==> config.mk <==
export PLATFORM = sky130hd
export DESIGN_NAME = axis_calibrate_median_center_flat
export DESIGN_NICKNAME = d
export VERILOG_FILES = /design/src/calm_pkg.sv /design/src/calm_ifs.sv /design/src/axis_calibrate_median_center.sv /design/src/calm_sort_cell.sv /design/src/calm_sort_chain.sv /design/src/calm_div_serial.sv /design/src/flat_wrapper.sv
export SDC_FILE = /design/constraint.sdc
export NUM_CORES = 1
export LEC_CHECK = 0
export ABC_AREA = 1
export BUFFER_PORTS_ARGS = -buffer_cell sky130_fd_sc_hd__buf_2
export CORE_MARGIN = 3
export CORE_UTILIZATION = 55
export DETAILED_ROUTE_END_ITERATION = 16
export PLACE_DENSITY = 0.84
export SETUP_SLACK_MARGIN = 0.15
export SLEW_MARGIN = 10
export SYNTH_ARGS = -nofsm -noshare
export SYNTH_HDL_FRONTEND = slang
export SYNTH_HIERARCHICAL = 1
export SYNTH_SLANG_ARGS = --single-unit
export TNS_END_PERCENT = 50
==> constraint.sdc <==
create_clock -name clk_i -period 6.8 [get_ports clk_i]
set_input_delay 0.34 -clock clk_i [delete_from_list [all_inputs] [get_ports clk_i]]
set_output_delay 0.34 -clock clk_i [all_outputs]
set_load 0.01 [all_outputs]
==> src/calm_pkg.sv <==
// Package for the joystick axis calibration block.
// Holds widths, sizes, register codes, shared types and the state enum.
// No dependencies.
`default_nettype none

package calm_pkg;

  localparam int ADC_BITS = 12;
  localparam int SAMPLES  = 16;
  localparam int CENTER   = 512;
  localparam int OUT_MAX  = 1023;
  localparam int POS_W    = 10;

  localparam int CNT_W     = $clog2(SAMPLES + 1);
  localparam int MED_IDX   = SAMPLES / 2;
  localparam int DIV_W     = ADC_BITS + $clog2(CENTER + 1);
  localparam int DCNT_W    = $clog2(DIV_W + 1);
  localparam int CFG_IDX_W = 8;

  typedef logic [ADC_BITS-1:0]  adc_t;
  typedef logic [POS_W-1:0]     pos_t;
  typedef logic [CNT_W-1:0]     cnt_t;
  typedef logic [DIV_W-1:0]     quo_t;
  typedef logic [CFG_IDX_W-1:0] cfg_idx_t;

  localparam cfg_idx_t REG_INITIAL_MIN = cfg_idx_t'(0);
  localparam cfg_idx_t REG_INITIAL_MAX = cfg_idx_t'(1);

  // What one sorting cell hands to its right-hand neighbor.
  typedef struct packed {
    logic gt;
    adc_t value;
  } cell_link_t;

  typedef enum logic [2:0] {
    ST_IDLE,
    ST_LOAD,
    ST_EVAL,
    ST_DIV,
    ST_FIN
  } calm_state_e;

endpackage

`default_nettype wire

==> src/calm_ifs.sv <==
// Stream interfaces of the calibration block: sample input, result output
// and configuration write channel. Depends on calm_pkg.
`default_nettype none

interface calm_in_if;
  import calm_pkg::*;
  logic valid;
  logic ready;
  adc_t adc_sample;
  modport source (output valid, output adc_sample, input ready);
  modport sink (input valid, input adc_sample, output ready);
endinterface

interface calm_out_if;
  import calm_pkg::*;
  logic valid;
  logic ready;
  pos_t position;
  logic center_ready;
  modport source (output valid, output position, output center_ready, input ready);
  modport sink (input valid, input position, input center_ready, output ready);
endinterface

interface calm_cfg_if;
  import calm_pkg::*;
  logic     valid;
  logic     ready;
  cfg_idx_t index;
  adc_t     data;
  modport source (output valid, output index, output data, input ready);
  modport sink (input valid, input index, input data, output ready);
endinterface

`default_nettype wire

==> src/axis_calibrate_median_center.sv <==
// Joystick axis calibration with a median center; one position per sample word.
// A sample on or past a bound passes ST_LOAD, ST_EVAL and ST_FIN; others also
// pass ST_DIV, where the serial divider yields one of 22 quotient bits a cycle.
// Words are taken only in ST_IDLE; the result register lets the next word in
// while a finished result waits. Reset loads bounds 0 and 4095, clears the
// sample count and center; the sorting cells are filled before they are read.
`default_nettype none

module axis_calibrate_median_center (
  input  wire      clk_i,
  input  wire      rst_ni,
  calm_cfg_if.sink cfg_i,
  calm_in_if.sink  sample_i,
  calm_out_if.source result_o
);
  import calm_pkg::*;

  calm_state_e state_q, state_d;

  adc_t init_min_q, init_min_d;
  adc_t init_max_q, init_max_d;
  adc_t min_q, min_d;
  adc_t max_q, max_d;
  adc_t center_q, center_d;
  cnt_t count_q, count_d;
  logic fix_q, fix_d;
  adc_t s_q, s_d;
  logic neg_q, neg_d;
  logic use_div_q, use_div_d;
  pos_t res_q, res_d;

  logic out_valid_q, out_valid_d;
  pos_t out_pos_q, out_pos_d;
  logic out_rdy_q, out_rdy_d;

  logic in_fire, cfg_fire, insert;
  adc_t median;
  adc_t offset, span;
  quo_t dividend;
  adc_t divisor;
  logic div_start, div_done;
  quo_t quotient;
  pos_t q_low;

  assign sample_i.ready = (state_q == ST_IDLE);
  assign cfg_i.ready    = 1'b1;
  assign in_fire        = sample_i.valid && sample_i.ready;
  assign cfg_fire       = cfg_i.valid && cfg_i.ready;
  assign insert         = in_fire && (count_q < cnt_t'(SAMPLES));

  assign result_o.valid        = out_valid_q;
  assign result_o.position     = out_pos_q;
  assign result_o.center_ready = out_rdy_q;

  calm_sort_chain u_chain (
    .clk_i    (clk_i),
    .insert_i (insert),
    .sample_i (sample_i.adc_sample),
    .count_i  (count_q),
    .median_o (median)
  );

  // Offset and span of the side of the center that the sample falls on.
  always_comb begin
    if (s_q >= center_q) begin
      offset = s_q - center_q;
      span   = max_q - center_q;
    end else begin
      offset = center_q - s_q;
      span   = center_q - min_q;
    end
    dividend = (span == '0) ? '0 : quo_t'(offset) * quo_t'(CENTER);
    divisor  = (span == '0) ? adc_t'(1) : span;
  end

  calm_div_serial u_div (
    .clk_i      (clk_i),
    .rst_ni     (rst_ni),
    .start_i    (div_start),
    .dividend_i (dividend),
    .divisor_i  (divisor),
    .done_o     (div_done),
    .quotient_o (quotient)
  );

  assign q_low = quotient[POS_W-1:0];

  always_comb begin
    state_d     = state_q;
    init_min_d  = init_min_q;
    init_max_d  = init_max_q;
    min_d       = min_q;
    max_d       = max_q;
    center_d    = center_q;
    count_d     = count_q;
    fix_d       = fix_q;
    s_d         = s_q;
    neg_d       = neg_q;
    use_div_d   = use_div_q;
    res_d       = res_q;
    out_pos_d   = out_pos_q;
    out_rdy_d   = out_rdy_q;
    out_valid_d = out_valid_q && !result_o.ready;
    div_start   = 1'b0;

    case (state_q)
      ST_IDLE: begin
        if (in_fire) begin
          s_d     = sample_i.adc_sample;
          fix_d   = 1'b0;
          if (insert) begin
            count_d  = count_q + cnt_t'(1);
            center_d = sample_i.adc_sample;
            fix_d    = (count_q == cnt_t'(SAMPLES - 1));
          end
          state_d = ST_LOAD;
        end
      end
      ST_LOAD: begin
        // The chain now holds the full set when this sample filled it.
        if (fix_q) begin
          center_d = median;
        end
        state_d = ST_EVAL;
      end
      ST_EVAL: begin
        neg_d = (s_q < center_q);
        if (s_q >= max_q) begin
          max_d     = s_q;
          res_d     = pos_t'(OUT_MAX);
          use_div_d = 1'b0;
          state_d   = ST_FIN;
        end else if (s_q <= min_q) begin
          min_d     = s_q;
          res_d     = '0;
          use_div_d = 1'b0;
          state_d   = ST_FIN;
        end else begin
          use_div_d = 1'b1;
          div_start = 1'b1;
          state_d   = ST_DIV;
        end
      end
      ST_DIV: begin
        if (div_done) begin
          state_d = ST_FIN;
        end
      end
      ST_FIN: begin
        if (!out_valid_q || result_o.ready) begin
          out_valid_d = 1'b1;
          out_rdy_d   = (count_q >= cnt_t'(SAMPLES));
          if (!use_div_q) begin
            out_pos_d = res_q;
          end else if (neg_q) begin
            out_pos_d = pos_t'(CENTER) - q_low;
          end else begin
            out_pos_d = pos_t'(CENTER) + q_low;
          end
          state_d = ST_IDLE;
        end
      end
      default: begin
        state_d = ST_IDLE;
      end
    endcase

    // A write to either bound register restarts calibration from the new bounds.
    if (cfg_fire && (cfg_i.index == REG_INITIAL_MIN || cfg_i.index == REG_INITIAL_MAX)) begin
      if (cfg_i.index == REG_INITIAL_MIN) begin
        init_min_d = cfg_i.data;
      end else begin
        init_max_d = cfg_i.data;
      end
      min_d    = init_min_d;
      max_d    = init_max_d;
      center_d = '0;
      count_d  = '0;
    end
  end

  always_ff @(posedge clk_i or negedge rst_ni) begin
    if (!rst_ni) begin
      state_q     <= ST_IDLE;
      init_min_q  <= '0;
      init_max_q  <= adc_t'(4095);
      min_q       <= '0;
      max_q       <= adc_t'(4095);
      center_q    <= '0;
      count_q     <= '0;
      fix_q       <= 1'b0;
      out_valid_q <= 1'b0;
    end else begin
      state_q     <= state_d;
      init_min_q  <= init_min_d;
      init_max_q  <= init_max_d;
      min_q       <= min_d;
      max_q       <= max_d;
      center_q    <= center_d;
      count_q     <= count_d;
      fix_q       <= fix_d;
      out_valid_q <= out_valid_d;
    end
  end

  always_ff @(posedge clk_i) begin
    s_q       <= s_d;
    neg_q     <= neg_d;
    use_div_q <= use_div_d;
    res_q     <= res_d;
    out_pos_q <= out_pos_d;
    out_rdy_q <= out_rdy_d;
  end

endmodule

`default_nettype wire

==> src/calm_sort_cell.sv <==
// One cell of the insertion sorting chain: holds one stored sample.
// Depends on calm_pkg.
`default_nettype none

module calm_sort_cell (
  input  wire                    clk_i,
  input  wire                    insert_i,
  input  wire                    occupied_i,
  input  calm_pkg::adc_t         sample_i,
  input  calm_pkg::cell_link_t   left_i,
  output calm_pkg::cell_link_t   right_o
);
  import calm_pkg::*;

  adc_t value_q;
  adc_t value_d;
  logic gt;

  // An empty cell acts as a larger value, so the new word lands no further than the first empty cell.
  assign gt = !occupied_i || (value_q > sample_i);

  assign right_o.gt    = gt;
  assign right_o.value = value_q;

  always_comb begin
    value_d = value_q;
    if (insert_i && gt) begin
      value_d = left_i.gt ? left_i.value : sample_i;
    end
  end

  always_ff @(posedge clk_i) begin
    value_q <= value_d;
  end

endmodule

`default_nettype wire

==> src/calm_sort_chain.sv <==
// Row of sorting cells that keeps the stored samples in ascending order.
// Depends on calm_pkg and calm_sort_cell.
`default_nettype none

module calm_sort_chain (
  input  wire              clk_i,
  input  wire              insert_i,
  input  calm_pkg::adc_t   sample_i,
  input  calm_pkg::cnt_t   count_i,
  output calm_pkg::adc_t   median_o
);
  import calm_pkg::*;

  cell_link_t links [SAMPLES+1];

  // The first cell has nothing larger on its left.
  assign links[0].gt    = 1'b0;
  assign links[0].value = sample_i;

  for (genvar i = 0; i < SAMPLES; i++) begin : g_cell
    calm_sort_cell u_cell (
      .clk_i      (clk_i),
      .insert_i   (insert_i),
      .occupied_i (cnt_t'(i) < count_i),
      .sample_i   (sample_i),
      .left_i     (links[i]),
      .right_o    (links[i+1])
    );
  end

  assign median_o = links[MED_IDX+1].value;

endmodule

`default_nettype wire

==> src/calm_div_serial.sv <==
// Restoring divider that produces one quotient bit per cycle.
// Depends on calm_pkg.
`default_nettype none

module calm_div_serial (
  input  wire              clk_i,
  input  wire              rst_ni,
  input  wire              start_i,
  input  calm_pkg::quo_t   dividend_i,
  input  calm_pkg::adc_t   divisor_i,
  output logic             done_o,
  output calm_pkg::quo_t   quotient_o
);
  import calm_pkg::*;

  adc_t              rem_q, rem_d;
  adc_t              dvs_q;
  quo_t              dq_q, dq_d;
  logic [DCNT_W-1:0] cnt_q;
  logic              busy_q;
  logic [ADC_BITS:0] trial;
  logic [ADC_BITS:0] diff;
  logic              take;

  assign trial = {rem_q, dq_q[DIV_W-1]};
  assign diff  = trial - {1'b0, dvs_q};
  assign take  = !diff[ADC_BITS];

  always_comb begin
    rem_d = take ? diff[ADC_BITS-1:0] : trial[ADC_BITS-1:0];
    dq_d  = {dq_q[DIV_W-2:0], take};
  end

  assign done_o     = busy_q && (cnt_q == DCNT_W'(1));
  assign quotient_o = dq_q;

  always_ff @(posedge clk_i or negedge rst_ni) begin
    if (!rst_ni) begin
      busy_q <= 1'b0;
      cnt_q  <= '0;
    end else if (start_i) begin
      busy_q <= 1'b1;
      cnt_q  <= DCNT_W'(DIV_W);
    end else if (busy_q) begin
      cnt_q <= cnt_q - DCNT_W'(1);
      if (cnt_q == DCNT_W'(1)) begin
        busy_q <= 1'b0;
      end
    end
  end

  always_ff @(posedge clk_i) begin
    if (start_i) begin
      rem_q <= '0;
      dq_q  <= dividend_i;
      dvs_q <= divisor_i;
    end else if (busy_q) begin
      rem_q <= rem_d;
      dq_q  <= dq_d;
    end
  end

endmodule

`default_nettype wire

==> src/flat_wrapper.sv <==
// flat-port wrapper written by rule: the top's interface ports become plain ports
module axis_calibrate_median_center_flat import calm_pkg::*;
  (clk_i, rst_ni, cfg_i_valid, cfg_i_index, cfg_i_data, cfg_i_ready, sample_i_valid, sample_i_adc_sample, sample_i_ready, result_o_valid, result_o_position, result_o_center_ready, result_o_ready);
  calm_cfg_if cfg_i_i ();
  calm_in_if sample_i_i ();
  calm_out_if result_o_i ();
  input  wire clk_i;
  input  wire rst_ni;
  input wire logic [$bits(cfg_i_i.valid)-1:0] cfg_i_valid;
  input wire logic [$bits(cfg_i_i.index)-1:0] cfg_i_index;
  input wire logic [$bits(cfg_i_i.data)-1:0] cfg_i_data;
  output wire logic [$bits(cfg_i_i.ready)-1:0] cfg_i_ready;
  input wire logic [$bits(sample_i_i.valid)-1:0] sample_i_valid;
  input wire logic [$bits(sample_i_i.adc_sample)-1:0] sample_i_adc_sample;
  output wire logic [$bits(sample_i_i.ready)-1:0] sample_i_ready;
  output wire logic [$bits(result_o_i.valid)-1:0] result_o_valid;
  output wire logic [$bits(result_o_i.position)-1:0] result_o_position;
  output wire logic [$bits(result_o_i.center_ready)-1:0] result_o_center_ready;
  input wire logic [$bits(result_o_i.ready)-1:0] result_o_ready;
  assign cfg_i_i.valid = cfg_i_valid;
  assign cfg_i_i.index = cfg_i_index;
  assign cfg_i_i.data = cfg_i_data;
  assign cfg_i_ready = cfg_i_i.ready;
  assign sample_i_i.valid = sample_i_valid;
  assign sample_i_i.adc_sample = sample_i_adc_sample;
  assign sample_i_ready = sample_i_i.ready;
  assign result_o_valid = result_o_i.valid;
  assign result_o_position = result_o_i.position;
  assign result_o_center_ready = result_o_i.center_ready;
  assign result_o_i.ready = result_o_ready;
  axis_calibrate_median_center u_core (.clk_i(clk_i), .rst_ni(rst_ni), .cfg_i(cfg_i_i), .sample_i(sample_i_i), .result_o(result_o_i));
endmodule
==> Flow_metrics.wiki <==
{| class="wikitable"
! Metric !! Value
|-
| Status || complete, no violations
|-
| Drt via density || 5.534
|-
| H-tree levels || 1
|-
| Worst setup SP type || flip-flop
|-
| Clk pin slew, worst setup/hold paths || 0.06 ns
|-
| Net count, final || 2,665
|-
| Cell leakage power || about 10 nW
|-
| Routed met3 length || 3.828 mm
|-
| Worst flop-to-flop path startpoint || u_core/max_q[5]
|-
| GRT Overall Usage || 26.97%
|-
| Layout filler cell count || 2,859
|-
| Clock Tree Buf Depth || 3
|-
| Fraction of layout cells with a size suffix above 1 || 10.24%
|-
| Power Dens Cells || between 400 and 500 nW/um^2
|-
| Period minus WS final || 3.872 ns
|-
| Tightest Pin Transition || 1.146 ns
|-
| Relative max-transition margin || 23.35%
|-
| Number of optimization iterations in the first detailed-route pass || 6
|-
| Gpl congestion || 0.9640
|-
| Critical setup path kind || flip-flop to flip-flop
|-
| Final routed wirelength across all metal layers || 48.80 mm
|-
| Master cell of the clock root buffer || sky130_fd_sc_hd__clkbuf_16
|-
| Number of failing hold endpoints at the final stage || 0
|-
| Count of pins on the block boundary || 51
|-
| Die area || 36,110 um^2
|-
| HPWL after DPL || 36.31 mm
|-
| Final sum of negative setup slack || 0 ns
|-
| Number of antenna violations at the first check in global routing || 1
|-
| Type of element capturing the critical path || flip-flop
|-
| Clock network fraction of design power || a little under a fifth
|-
| Met1 wire length || 20.39 mm
|-
| Max Clock Freq || about 260 MHz
|-
| Per-instance average area after synthesis || 7.770 um^2
|-
| Cells after Synth || 2,397
|-
| Routed Antenna Nets || 0
|-
| Resized Gates After CTS || 0
|-
| Count of warnings emitted by yosys || 6
|-
| Combinational fraction of design power || approximately 53%
|-
| CP Launch Point || u_core/max_q[5]
|-
| R2R setup slack || 2.93 ns
|-
| Clock skew after layout || 0.02338 ns
|-
| Via count of the first global-routing pass || 15,818
|-
| CP arrival || between 4 and 5 ns
|-
| Vias after detailed routing || about 16,000
|-
| Number of failing setup endpoints in the final timing report || 0
|-
| Routed length per placed instance || around 17 um
|-
| CTS sink count || 256
|-
| Switching fraction of total power || a little under half
|-
| Synth-to-Final Area Change || 8.015%
|-
| Share of total power in sequential cells || between 20 and 30%
|-
| Setup repair after global routing missed its margin || no
|-
| Total of max-cap violations || 0
|-
| Highest routing layer actually used || met5
|-
| Met2 layer wire length in the routed design || around 23 mm
|-
| Core Footprint || 32,950 um^2
|-
| Global-route wire length before repair || around 80 mm
|-
| Switching power total || between 3 and 4 mW
|-
| Synth Cell Area || 18,620 um^2
|-
| Internal power summed over all cells || 4.547 mW
|-
| Residual DRC || 0
|-
| Die width || 190.0 um
|-
| CP Data Required Time || 6.99 ns
|-
| Max Transition Viols Final || 0
|-
| Placement Rows || 66
|-
| Number of diodes || 0
|-
| Starting DRC count in detailed routing || 1,508
|-
| Clock buffer count from CTS || 29
|-
| Share of the cycle needed by the critical path after routing || between 50% and 60%
|-
| Later-pin clock latency in the skew report || 0.58 ns
|-
| Critical path peak fanout || 40
|-
| Non-filler instance count after layout || 2,893
|-
| Cell total after placement || 2,838
|-
| TritonCTS clock tree || yes
|-
| Initial core utilization || a little under three fifths
|-
| Remaining Overflow, GRT || 0
|-
| Count of port buffers added during placement || 49
|-
| Worst IR Drop VDD || 393.3 uV
|-
| Hold path start || result_o_ready
|-
| Vertical die dimension || 190.0 um
|-
| Hold Crit Class || primary input to flip-flop
|-
| Largest net degree at the start of global routing || 68
|}
power groups by stage:
stage               Combinational [mW]  Clock, mW  Sequential [mW]
detailed placement                4.30          0             2.42
global route                      4.96       1.66             2.44
floorplan                         3.33          0             2.34
CTS                               4.34       1.59             2.40
global placement                  4.22          0             2.41
finish                            4.39       1.57             2.40
worst paths after layout:
path                                         endpoint  depth (start not counted)
min                             u_core/result_o.valid                          4
max in group asynchronous       u_core/init_min_q[10]                          3
max                        u_core/u_div/quotient_o[6]                         14
min in group asynchronous         u_core/u_div/busy_q                          2
min reg2reg                      u_core/init_max_q[5]                          2
max reg2reg                u_core/u_div/quotient_o[6]                         14
sequential cells by signal, indices dropped and copies added (netlist names):
signal	flops
u_core/u_div/rem_q	12
u_core/count_q	5
u_core/min_q	12
u_core/res_q	1
u_core/fix_q	1
u_core/u_div/busy_q	1
u_core/s_q	12
u_core/neg_q	1
u_core/result_o.valid	1
u_core/use_div_q	1
u_core/result_o.position	10
u_core/u_div/dvs_q	12
u_core/center_q	12
u_core/max_q	12
u_core/init_max_q	12
u_core/u_div/cnt_q	5
u_core/state_q	3
u_core/u_chain/g_cell.u_cell/value_q	108
u_core/init_min_q	12
u_core/u_div/quotient_o	22
u_core/result_o.center_ready	1
routing by layer:
layer	track usage, %	up-vias
met5	0	-
met4	8.359	2
met3	4.809	109
met2	45.54	650
met1	35.42	7457
li1	-	7792
metrics by stage:
stage / hold WS, ns / utilization, % / total power, mW / setup slack (ns) / instance area, um^2
2_1_floorplan: 0.04441 / - / 5.671 / 3.682 / 18670
3_3_place_gp: 0.1929 / 58.09 / 6.622 / 3.100 / 19140
3_5_place_dp: 0.1957 / 58.09 / 6.727 / 3.009 / 19140
4_1_cts: 0.06363 / 61.05 / 8.323 / 2.958 / 20120
5_1_grt: 0.07636 / 61.05 / 9.058 / 2.562 / 20120
6_report: 0.07674 / 61.05 / 8.363 / 2.928 / 20120
cells in the final DEF, fill, tap and decap left out, types with 3 or more instances in the layout:
cell	instances
sky130_fd_sc_hd__nand2_1	760
sky130_fd_sc_hd__inv_1	407
sky130_fd_sc_hd__ha_1	195
sky130_fd_sc_hd__edfxtp_1	168
sky130_fd_sc_hd__o21ai_0	155
sky130_fd_sc_hd__nor2_1	99
sky130_fd_sc_hd__nand3_1	87
sky130_fd_sc_hd__a21oi_1	75
sky130_fd_sc_hd__dfrtp_1	52
sky130_fd_sc_hd__nand4_1	49
sky130_fd_sc_hd__buf_2	48
sky130_fd_sc_hd__clkbuf_16	31
sky130_fd_sc_hd__nand2_2	31
sky130_fd_sc_hd__nor2_2	27
sky130_fd_sc_hd__o221ai_1	24
sky130_fd_sc_hd__dfstp_2	24
sky130_fd_sc_hd__inv_2	16
sky130_fd_sc_hd__conb_1	16
sky130_fd_sc_hd__xor2_1	15
sky130_fd_sc_hd__a21oi_2	13
sky130_fd_sc_hd__mux2i_1	13
sky130_fd_sc_hd__nor3_1	12
sky130_fd_sc_hd__o22ai_1	12
sky130_fd_sc_hd__dfxtp_1	12
sky130_fd_sc_hd__nand3_2	11
sky130_fd_sc_hd__xnor2_1	9
sky130_fd_sc_hd__mux2_2	9
sky130_fd_sc_hd__a21o_2	9
sky130_fd_sc_hd__clkbuf_1	7
sky130_fd_sc_hd__clkbuf_8	7
sky130_fd_sc_hd__buf_4	6
sky130_fd_sc_hd__nand3b_1	5
sky130_fd_sc_hd__fa_1	5
sky130_fd_sc_hd__clkbuf_4	3
sky130_fd_sc_hd__clkinv_2	3
sky130_fd_sc_hd__o21a_1	3
worst max-delay path, stage by stage, from the launching register on:
cell	delay [ns]
sky130_fd_sc_hd__dfstp_2	0.53
sky130_fd_sc_hd__inv_1	0.06
sky130_fd_sc_hd__ha_1	0.30
sky130_fd_sc_hd__nand2_1	0.07
sky130_fd_sc_hd__inv_1	0.03
sky130_fd_sc_hd__o21ai_0	0.14
sky130_fd_sc_hd__a21oi_1	0.09
sky130_fd_sc_hd__nor2_1	0.18
sky130_fd_sc_hd__nand2_1	0.16
sky130_fd_sc_hd__nor2_1	0.28
sky130_fd_sc_hd__nand2_1	0.14
sky130_fd_sc_hd__inv_1	0.08
sky130_fd_sc_hd__buf_4	0.36
sky130_fd_sc_hd__nor2_1	0.30
sky130_fd_sc_hd__inv_1	0.72
final cells by class:
cell class | instances | area (um^2) | area share [%]
well taps | 442 | 553.0 | 2.749
inverters | 423 | 1588 | 7.893
clock inverters | 6 | 46.29 | 0.2301
clock buffers | 48 | 920.9 | 4.578
flip-flops and latches | 256 | 7217 | 35.88
repair buffers | 55 | 295.3 | 1.468
multi-input cells | 1663 | 9497 | 47.21
timing repair:
item                      4_1_cts  5_1_grt
setup buffers                   0        0
hold buffers                    1        0
hold endpoints to repair        9        0
(Power assumes the default switching activity.)
